### src/rtl/fwsm_pkg.sv
`default_nettype none

package fwsm_pkg;

  // field widths
  localparam int DEMAND_W = 16;
  localparam int PULSE_W  = 12;
  localparam int CFG_W    = 12;
  localparam int IDX_W    = 2;

  // configuration register indexes
  localparam logic [IDX_W-1:0] REG_CROW_THRESHOLD = 2'd0;
  localparam logic [IDX_W-1:0] REG_PULSE_MIN      = 2'd1;
  localparam logic [IDX_W-1:0] REG_PULSE_MAX      = 2'd2;

  // register reset values
  localparam logic [CFG_W-1:0] CROW_THRESHOLD_RST = 12'd1750;
  localparam logic [CFG_W-1:0] PULSE_MIN_RST      = 12'd1000;
  localparam logic [CFG_W-1:0] PULSE_MAX_RST      = 12'd2000;

  // pulse offset: (x + 3) * 500 in thousandths of a unit
  localparam int PULSE_OFFSET_MILLI = 3000;

endpackage

`default_nettype wire

### src/rtl/fwsm_pulse.sv
`default_nettype none

module fwsm_pulse
  import fwsm_pkg::*;
#(
  parameter int FRAC_BITS = 14,
  parameter int SUM_W     = 37
) (
  input  wire logic signed [SUM_W-1:0]   chan_sum,
  input  wire logic        [PULSE_W-1:0] pulse_min,
  input  wire logic        [PULSE_W-1:0] pulse_max,
  output logic             [PULSE_W-1:0] pulse
);

  localparam int Q_W = SUM_W - FRAC_BITS - 1;

  localparam logic signed [SUM_W-1:0] OFFSET =
    SUM_W'(PULSE_OFFSET_MILLI) <<< FRAC_BITS;

  logic signed [SUM_W-1:0] shifted;
  logic        [Q_W-1:0]   quot;

  // offset by three units, then divide by 2 * 2^F (truncating)
  assign shifted = chan_sum + OFFSET;
  assign quot    = Q_W'(shifted >>> (FRAC_BITS + 1));

  // floor test first, then ceiling
  always_comb begin
    if (shifted[SUM_W-1]) begin
      pulse = pulse_min;
    end else if (quot < Q_W'(pulse_min)) begin
      pulse = pulse_min;
    end else if (quot > Q_W'(pulse_max)) begin
      pulse = pulse_max;
    end else begin
      pulse = quot[PULSE_W-1:0];
    end
  end

endmodule

`default_nettype wire

### src/rtl/flying_wing_servo_mixer.sv
`default_nettype none
// Pipeline: each input transfer passes in order through the input register, operand stage,
// mixing stage and pulse output register, which presents the result on m_tdata.
// Throughput: one item per clock; each stage holds while the stage after it is full and stalled.
// Reset (rst, synchronous): empties the pipeline and loads the configuration registers with
// crow_threshold 1750, pulse_min 1000, pulse_max 2000.

module flying_wing_servo_mixer
  import fwsm_pkg::*;
#(
  parameter int DEMAND_FRAC_BITS = 14
) (
  input  wire logic             clk,
  input  wire logic             rst,
  // input stream
  input  wire logic             s_tvalid,
  output logic                  s_tready,
  // manual flag, crow_switch_pulse, roll_demand, pitch_demand, yaw_demand,
  // thrust_demand, flap_demand, zero pad
  input  wire logic [95:0]      s_tdata,
  // output stream
  output logic                  m_tvalid,
  input  wire logic             m_tready,
  // port_vtail_pulse, throttle_pulse, stbd_outer_aileron_pulse,
  // stbd_inner_aileron_pulse, port_inner_aileron_pulse,
  // port_outer_aileron_pulse, stbd_vtail_pulse, zero pad
  output logic [87:0]           m_tdata,
  // configuration writes
  input  wire logic             cfg_we,
  input  wire logic [IDX_W-1:0] cfg_index,
  input  wire logic [CFG_W-1:0] cfg_data
);

  localparam int VAL_W = ((DEMAND_FRAC_BITS > 17) ? DEMAND_FRAC_BITS : 17) + 3;
  localparam int SUM_W = VAL_W + 14;
  localparam logic signed [VAL_W-1:0] ONE = VAL_W'(64'sd1 <<< DEMAND_FRAC_BITS);

  // configuration registers
  logic [CFG_W-1:0] crow_threshold;
  logic [CFG_W-1:0] pulse_min;
  logic [CFG_W-1:0] pulse_max;

  // stage valids and enables
  logic in_v, a_v, b_v;
  logic in_en, a_en, b_en, out_en;

  // input register
  logic                       manual_flag;
  logic [PULSE_W-1:0]         crow_switch_pulse;
  logic signed [DEMAND_W-1:0] roll_demand, pitch_demand, yaw_demand;
  logic signed [DEMAND_W-1:0] thrust_demand, flap_demand;

  // operand stage
  logic signed [VAL_W-1:0]    r_next, crow_next, flap_next, crow2_next, thr_next;
  logic                       crow_sel, brake_on;
  logic signed [VAL_W-1:0]    r_a, crow_a, flap_a, crow2_a, thr_a;
  logic signed [DEMAND_W-1:0] p_a, y_a;
  logic                       pos_a, up_a;

  // mixing stage
  logic signed [SUM_W-1:0] r_x, p_x, y_x, crow_x, flap_x, crow2_x;
  logic signed [SUM_W-1:0] pi_next, si_next, po_next, so_next, pv_next, sv_next, thr_x;
  logic signed [SUM_W-1:0] pi_b, si_b, po_b, so_b, pv_b, sv_b, thr_b;

  // pulse conversion
  logic signed [SUM_W-1:0] chan_sum [7];
  logic [PULSE_W-1:0]      pulse_next [7];
  logic [PULSE_W-1:0]      pulse [7];

  assign out_en   = !m_tvalid || m_tready;
  assign b_en     = !b_v || out_en;
  assign a_en     = !a_v || b_en;
  assign in_en    = !in_v || a_en;
  assign s_tready = in_en;

  // control state and configuration
  always_ff @(posedge clk) begin
    if (rst) begin
      in_v           <= 1'b0;
      a_v            <= 1'b0;
      b_v            <= 1'b0;
      m_tvalid       <= 1'b0;
      crow_threshold <= CROW_THRESHOLD_RST;
      pulse_min      <= PULSE_MIN_RST;
      pulse_max      <= PULSE_MAX_RST;
    end else begin
      if (in_en)  in_v     <= s_tvalid;
      if (a_en)   a_v      <= in_v;
      if (b_en)   b_v      <= a_v;
      if (out_en) m_tvalid <= b_v;
      if (cfg_we) begin
        unique case (cfg_index)
          REG_CROW_THRESHOLD: crow_threshold <= cfg_data;
          REG_PULSE_MIN:      pulse_min      <= cfg_data;
          REG_PULSE_MAX:      pulse_max      <= cfg_data;
          default: ;
        endcase
      end
    end
  end

  // input register load
  always_ff @(posedge clk) begin
    if (in_en) begin
      manual_flag       <= s_tdata[0];
      crow_switch_pulse <= s_tdata[12:1];
      roll_demand       <= s_tdata[28:13];
      pitch_demand      <= s_tdata[44:29];
      yaw_demand        <= s_tdata[60:45];
      thrust_demand     <= s_tdata[76:61];
      flap_demand       <= s_tdata[92:77];
    end
  end

  // operands: negated roll, crow terms, flap position, throttle base
  always_comb begin
    crow_sel   = manual_flag && (crow_switch_pulse > crow_threshold);
    brake_on   = crow_sel && thrust_demand[DEMAND_W-1];
    r_next     = -VAL_W'(roll_demand);
    crow_next  = brake_on ? -(VAL_W'(thrust_demand) <<< 1) : '0;
    if (!crow_sel) begin
      flap_next = -VAL_W'(flap_demand);
    end else if (brake_on) begin
      flap_next = ONE - crow_next;
    end else begin
      flap_next = ONE;
    end
    crow2_next = (crow_next <<< 1) - ONE;
    thr_next   = crow_sel ? (VAL_W'(thrust_demand) <<< 1) - ONE : VAL_W'(thrust_demand);
  end

  always_ff @(posedge clk) begin
    if (a_en) begin
      r_a     <= r_next;
      p_a     <= pitch_demand;
      y_a     <= yaw_demand;
      crow_a  <= crow_next;
      flap_a  <= flap_next;
      crow2_a <= crow2_next;
      thr_a   <= thr_next;
      pos_a   <= (r_next > 0);
      up_a    <= flap_next[VAL_W-1];
    end
  end

  // channel mixing in thousandths times 2^F
  always_comb begin
    r_x     = SUM_W'(r_a);
    p_x     = SUM_W'(p_a);
    y_x     = SUM_W'(y_a);
    crow_x  = SUM_W'(crow_a);
    flap_x  = SUM_W'(flap_a);
    crow2_x = SUM_W'(crow2_a);

    pi_next = (pos_a ? r_x * SUM_W'(525) : r_x * SUM_W'(350))
            - (up_a ? flap_x * SUM_W'(70) : flap_x * SUM_W'(210))
            - crow2_x * SUM_W'(250);
    si_next = (pos_a ? r_x * SUM_W'(350) : r_x * SUM_W'(525))
            + (up_a ? flap_x * SUM_W'(70) : flap_x * SUM_W'(210))
            + crow2_x * SUM_W'(250);
    po_next = (pos_a ? r_x * SUM_W'(750) : r_x * SUM_W'(500))
            - (up_a ? flap_x * SUM_W'(100) : flap_x * SUM_W'(300))
            + crow2_x * SUM_W'(150);
    so_next = (pos_a ? r_x * SUM_W'(500) : r_x * SUM_W'(750))
            + (up_a ? flap_x * SUM_W'(100) : flap_x * SUM_W'(300))
            - crow2_x * SUM_W'(150);
    pv_next = (p_x + y_x) * SUM_W'(500) - r_x * SUM_W'(300)
            + (up_a ? flap_x * SUM_W'(10) : flap_x * SUM_W'(30))
            + crow_x * SUM_W'(100);
    sv_next = (y_x - p_x) * SUM_W'(500) - r_x * SUM_W'(300)
            - (up_a ? flap_x * SUM_W'(10) : flap_x * SUM_W'(30))
            - crow_x * SUM_W'(100);
    thr_x   = SUM_W'(thr_a) * SUM_W'(1000);
  end

  always_ff @(posedge clk) begin
    if (b_en) begin
      pi_b  <= pi_next;
      si_b  <= si_next;
      po_b  <= po_next;
      so_b  <= so_next;
      pv_b  <= pv_next;
      sv_b  <= sv_next;
      thr_b <= thr_x;
    end
  end

  // pulse conversion and saturation, in output order
  assign chan_sum[0] = pv_b;
  assign chan_sum[1] = thr_b;
  assign chan_sum[2] = so_b;
  assign chan_sum[3] = si_b;
  assign chan_sum[4] = pi_b;
  assign chan_sum[5] = po_b;
  assign chan_sum[6] = sv_b;

  for (genvar ch = 0; ch < 7; ch++) begin : g_pulse
    fwsm_pulse #(
      .FRAC_BITS (DEMAND_FRAC_BITS),
      .SUM_W     (SUM_W)
    ) u_pulse (
      .chan_sum  (chan_sum[ch]),
      .pulse_min (pulse_min),
      .pulse_max (pulse_max),
      .pulse     (pulse_next[ch])
    );
  end

  always_ff @(posedge clk) begin
    if (out_en) begin
      for (int i = 0; i < 7; i++) begin
        pulse[i] <= pulse_next[i];
      end
    end
  end

  assign m_tdata = {4'b0000, pulse[6], pulse[5], pulse[4], pulse[3],
                    pulse[2], pulse[1], pulse[0]};

endmodule

`default_nettype wire
### config.mk
export PLATFORM = sky130hd
export DESIGN_NAME = flying_wing_servo_mixer
export DESIGN_NICKNAME = d
export VERILOG_FILES = /design/src/rtl/fwsm_pkg.sv /design/src/rtl/fwsm_pulse.sv /design/src/rtl/flying_wing_servo_mixer.sv
export SDC_FILE = /design/constraint.sdc
export NUM_CORES = 2
export LEC_CHECK = 0
export BUFFER_PORTS_ARGS = -buffer_cell sky130_fd_sc_hd__buf_4
export CORE_MARGIN = 2
export CORE_UTILIZATION = 50
export CTS_CLUSTER_SIZE = 30
export DETAILED_ROUTE_END_ITERATION = 10
export HOLD_SLACK_MARGIN = 0.1
export PLACE_DENSITY = 0.64
export SYNTH_ARGS = -nofsm -noshare
export SYNTH_HDL_FRONTEND = slang
export SYNTH_SLANG_ARGS = --single-unit
### constraint.sdc
create_clock -name clk -period 11.8 [get_ports clk]
set_input_delay 0 -clock clk [delete_from_list [all_inputs] [get_ports clk]]
set_output_delay 0 -clock clk [all_outputs]
set_load 0.03 [all_outputs]
=== Word-level counts from Yosys, hierarchy flattened ===
Memories as Yosys holds them, arrays and structs flattened.
Cells that the tools add are included.

* Add/subtract/negate cells: 29
* Magnitude comparators: 16
* $mul: 17
* Mux-type cells: 34
* Reductions and logical operators: 14
* Eq/ne operators: 2

{| class="wikitable"
|+ Operator list
! kind !! number
|-
| $mux W12 || 21
|-
| $add A34 B27 Y34 const B || 7
|-
| $mux W34 || 7
|-
| $mul A20 B8 Y28 const B || 7
|-
| $gt A19 B12 Y1 || 7
|-
| $lt A19 B12 Y1 || 7
|-
| $add A34 B34 Y34 || 3
|-
| $mux W20 || 4
|-
| $add A34 B29 Y34 || 2
|-
| $sub A34 B29 Y34 || 2
|-
| $sub A34 B34 Y34 || 2
|-
| $sub A27 B30 Y31 || 2
|-
| $mul A20 B6 Y26 const B || 2
|-
| $mul A17 B8 Y25 const B || 2
|-
| $neg A16 Y20 || 2
|-
| $add A34 B28 Y34 || 1
|-
| $sub A31 B34 Y34 || 1
|-
| $sub A34 B28 Y34 || 1
|-
| $mul A20 B11 Y31 const B || 1
|-
| $mul A20 B10 Y30 const B || 1
|-
| $mul A20 B9 Y29 const B || 1
|-
| $mul A20 B7 Y27 const B || 1
|-
| $mul A20 B5 Y25 const B || 1
|-
| $mul A20 B4 Y24 const B || 1
|-
| other kinds (16) || 26
|}

* Register bits after elaboration: 502
* Input bits: 115
* Logic and storage cells: 143
* Bits in writable memories: 84
* Memories: 1

{| class="wikitable"
|+ Memory list
! memory !! depth !! width !! rd ports !! clocked after memory_dff !! write ports !! line !! source
|-
| pulse || 7 || 12 || 7 || 0 || 7 || flying_wing_servo_mixer.sv:68 || <nowiki>logic [PULSE_W-1:0] pulse [7];</nowiki>
|}

=== Depth between registers and ports, before layout ===
* Word-level depth: 7
* Mapped depth: 45
* Depth with buffers taken out: 45

=== Modules after synthesis ===
From an unflattened synthesis, not the netlist that was laid out.

* Cells, all modules: 9095
* Area, all modules: 88031.9 um^2

{| class="wikitable"
|+ Modules (own cells, without submodules)
! module !! seq. area each (um^2) !! cells an instance !! times used !! area each (um^2)
|-
| flying_wing_servo_mixer || 16355.7 || 8030 || 1 || 79860.3
|-
| fwsm_pulse (g_pulse[0].u_pulse ...) || 0.0 || 149 || 6 || 1171.1
|-
| fwsm_pulse (g_pulse[6].u_pulse) || 0.0 || 171 || 1 || 1144.8
|}

=== Least setup slack after synthesis ===
OpenSTA, ideal clock, no wires.

* Path type: register to register
* Start: reg p_a[0]
* End: reg pv_b[31], data pin
* Path buffers: 0
* Arrival time: 9355 ps
* Required time: 11542 ps
* Stages on the path, launching flop included: 40
* Setup slack: 2187 ps
* Cells stage by stage: edfxtp_1 -> ha_1 -> inv_1 -> fa_1 -> nor2_1 -> o311a_1 -> nor2_1 -> o21a_1 -> xnor2_1 -> fa_1 -> fa_1 -> fa_1 -> inv_1 -> fa_1 -> inv_1 -> ha_1 -> or3_1 -> o31ai_1 -> (+4 left out) -> xnor2_1 -> ha_1 -> and2_1 -> and4_1 -> a31oi_1 -> nand2_1 -> a211oi_1 -> nor2_1 -> fa_1 -> ha_1 -> and4_1 -> a221o_1 -> o2111ai_1 -> a41oi_1 -> a221oi_1 -> o21bai_1 -> a21oi_1 -> xnor2_1

* Longest elaborated chain between the ends: 5

{| class="wikitable"
|+ RTL lines
! what !! line !! source
|-
| from (decl) || flying_wing_servo_mixer.sv:57 || <nowiki>logic signed [DEMAND_W-1:0] p_a, y_a;</nowiki>
|-
| from (signal assigned) || flying_wing_servo_mixer.sv:135 || <nowiki>p_a <= pitch_demand;</nowiki>
|-
| $add A16 B16 Y17 || flying_wing_servo_mixer.sv:167 || <nowiki>pv_next = (p_x + y_x) * SUM_W'(500) - r_x * SUM_W'(300)</nowiki>
|-
| $mul A17 B8 Y25 || flying_wing_servo_mixer.sv:167 ||
|-
| $sub A27 B30 Y31 || flying_wing_servo_mixer.sv:167 ||
|-
| $add A34 B34 Y34 || flying_wing_servo_mixer.sv:168 || <nowiki>+ (up_a ? flap_x * SUM_W'(10) : flap_x * SUM_W'(30))</nowiki>
|-
| $add A34 B28 Y34 || flying_wing_servo_mixer.sv:169 || <nowiki>+ crow_x * SUM_W'(100);</nowiki>
|-
| named net pv_next[31] || flying_wing_servo_mixer.sv:62 || <nowiki>logic signed [SUM_W-1:0] pi_next, si_next, po_next, so_next, pv_next, sv_next, thr_x;</nowiki>
|-
| to (signal assigned) || flying_wing_servo_mixer.sv:182 || <nowiki>pv_b <= pv_next;</nowiki>
|-
| to (decl) || flying_wing_servo_mixer.sv:63 || <nowiki>logic signed [SUM_W-1:0] pi_b, si_b, po_b, so_b, pv_b, sv_b, thr_b;</nowiki>
|}

The timed path passes the listed nets, and every way through them passes these cells.
A chain may end at the register's enable or synchronous reset.

=== Final worst setup path ===
* Start: reg p_a[1]
* End: reg pv_b[32], data pin

The elaborated chain is that of the path after synthesis.

==> flow_metrics.env <==
export IMPL_status="finished clean"
export IMPL_cts_tree="built"
export IMPL_cp_num_buf_inv=5
export IMPL_slew_headroom=0.1667
export IMPL_die_h_um=410.4
export IMPL_ys_warnings_count=0
export IMPL_die_x_um=410.4
export IMPL_hp_start="cfg_data[4]"
export IMPL_vias=63010
export IMPL_syn_area_per_cell_um2=9.556
export IMPL_synth_cell_type_count=107
export IMPL_yosys_area_top_type="fa_1"
export IMPL_crit_path_end_kind="flip-flop"
export IMPL_cts_buffers=54
export IMPL_slowest_stage="xnor2_1"
export IMPL_setup_viol_count_final=0
export IMPL_grt_util_met1=0.4001
export IMPL_grt_met3_usage=0.03349
export IMPL_skew_ns=0.07154
export IMPL_grt_met2_usage=0.4672
export IMPL_fin_util=0.5542
export IMPL_slowest_delay_ns=0.71
export IMPL_slew_viol_final=0
export IMPL_synth_edf_count=423
export IMPL_clk_latency_ns=0.72
export IMPL_final_cell_mix="inv_1, ha_1, fa_1, nor2_1, edfxtp_1"
export IMPL_core_area_mm2=0.1644
export IMPL_hold_violations=0
export IMPL_ys_seq_area_frac=0.1635
export IMPL_cap_violations=0
export IMPL_grt_pass1_vias=63360
export IMPL_cts_hold_buf=228
export IMPL_r2r_cells=41
export IMPL_hpwl_um=202900
export IMPL_clockRootBuffer="clkbuf_16"
export IMPL_cts_path_max_buffers=3
export IMPL_seq_area_mm2=0.01350
export IMPL_wl_per_cell_um=21.57
export IMPL_cts_setup_buffers=0
export IMPL_cp_top_family="compound AO/OA/AOI/OAI gates"
export IMPL_criticalPathCategory="flip-flop to flip-flop"
export IMPL_row_count=149
export IMPL_cp_max_fo=7
export IMPL_post_route_period_util=0.9361
export IMPL_rr_startpoint="p_a[1]"
export IMPL_synthArstFlopShare=0
export IMPL_min_path_cells=4
export IMPL_area_delta_synth_final_pct=10.36
export IMPL_hold_path_class="input pin to flip-flop"
export IMPL_overflow=0
export IMPL_io_pins=205
export IMPL_max_freq_mhz=90.53
export IMPL_finalCriticalPeriod_ns=11.05
export IMPL_antenna_found_initial=11
export IMPL_worstReg2RegEnd="pv_b[32]"
export IMPL_htreeDepth=2
export IMPL_drt_iter0_markers=4625
export IMPL_worst_ep_arrival_time_ns=11.51
export IMPL_cp_data_required_time_ns=12.27
export IMPL_port_buffers=197
export IMPL_drive_gt1_frac=0.05524
export IMPL_grt_max_degree=85
export IMPL_start_kind="flip-flop"
export IMPL_synthesis_area_mm2=0.08258
export IMPL_mostFrequentLayoutCell="inv_1"
export IMPL_fin_nets=11512
export IMPL_grtUsageTotal=0.2899
export IMPL_synth_area_leaders="fa_1, ha_1, edfxtp_1"
export IMPL_cts_clk_slew_worst_paths_ns=0.07
export IMPL_fill_cells=14646
export IMPL_rrSetupSlack_ns=0.75
export IMPL_synth_top_area_frac=0.2221
export IMPL_place_gp_congestion=0.9532
export IMPL_grt_busiest_layer="met2"
export IMPL_grt_pass1_wl_um=374600
export IMPL_rsz0062_at_grt="no"
export IMPL_multi_input_area_mm2=0.06237
export IMPL_die_area_mm2=0.1684
export IMPL_initial_core_util=0.5022
export IMPL_syn_inst=8641
export IMPL_tightest_slew_ns=1.240
export IMPL_drc_errors=0
export IMPL_ys_seq_elements=463
export IMPL_clock_sinks=463
export IMPL_vias_per_cell=5.560
export IMPL_ant_nets=0
export IMPL_final_setup_tns_ns=0
export IMPL_min_delay_worst_endpoint="pulse_min[4]"
export IMPL_routed_wl_um=244500
export IMPL_cts_resized=0
export IMPL_synth_flop_cell="edfxtp_1"
export IMPL_dr_pass1_iters=6
cell type report:
type | instances | area share
multi-input combinational | 6389 | 0.6844
timing repair buffer | 500 | 0.04745
inverter | 1688 | 0.06960
antenna | 1 | 0.00002746
sequential | 463 | 0.1482
tap | 2189 | 0.03005
clock buffer | 71 | 0.01668
clock inverter | 31 | 0.003652
synth_stat cells, drive strengths merged (51+ instances only):
| cell | n |
|---|---|
| nor2b | 90 |
| nand2b | 97 |
| nor2 | 441 |
| nor3 | 166 |
| o21ai | 318 |
| xnor2 | 418 |
| nand3 | 132 |
| a31oi | 52 |
| nand2 | 389 |
| o21a | 107 |
| inv | 1675 |
| ha | 1385 |
| mux2 | 94 |
| a21o | 177 |
| clkbuf | 77 |
| mux2i | 228 |
| o21bai | 51 |
| a21oi | 415 |
| xor2 | 209 |
| edfxtp | 423 |
| fa | 916 |
routing by layer:
layer  vias up  share of wire  routed length, µm
met5         -        0.00016                 39
met4         6          0.044              10750
met3       307          0.057              13820
met2      1681           0.45             110300
met1     30824           0.45             109600
li1      30192              -                  -
cell families (layout without fill, tap and decap cells):
group | after synthesis | count (layout) | share of synthesized area
fa+ha+maj | 2303 | 2303 | 0.4322
buf+inv | 1795 | 2290 | 0.08219
simple gates | 1618 | 1618 | 0.09531
compound gates | 1512 | 1512 | 0.1197
xor+xnor | 627 | 627 | 0.06659
flops | 463 | 463 | 0.1635
mux | 322 | 322 | 0.04046
other cells | 1 | 8 | 0.00004541
metrics by stage:
stage,setup WS [ns],cell area [µm²],hold slack (ns),instances
after floorplan,2.187,82600,0.09887,8647
after global placement,1.028,86990,0.1778,11001
after detailed placement,0.8017,86990,0.1793,11001
after CTS,0.8019,91130,0.1001,11331
after global routing,0.004550,91130,0.1455,11331
final,0.7544,91130,0.1595,11332
worst reg2reg max path: cells and delay by family, from the launching register on:
kind	cells	cell delay, ns
compound gates	17	4.13
flops	1	0.38
buf+inv	5	0.38
fa+ha+maj	9	3.61
simple gates	7	1.33
xor+xnor	3	1.03
worst max-delay path by stage:
stage                      start  endpoint  slack (ns)  cells after the start
final                     p_a[1]  pv_b[32]        0.75                     41
after global placement    p_a[1]  pv_b[31]        1.03                     40
after CTS                 p_a[1]  pv_b[32]        0.80                     41
after floorplan           p_a[0]  pv_b[31]        2.19                     39
after global routing      p_a[1]  pv_b[33]       0.005                     41
after detailed placement  p_a[1]  pv_b[32]        0.80                     41
state kept, by name, summed over array words and instances, names as in the netlist, 19 cells and up:
register and flops:
pulse 84, flap_a 20, r_a 20, crow_a 19
pi_b 19, po_b 19, pv_b 19, si_b 19
so_b 19, sv_b 19
Power is left out: the tool's default activity adds up to more than one toggle a clock period on the data nets, which glitch-free logic cannot reach.
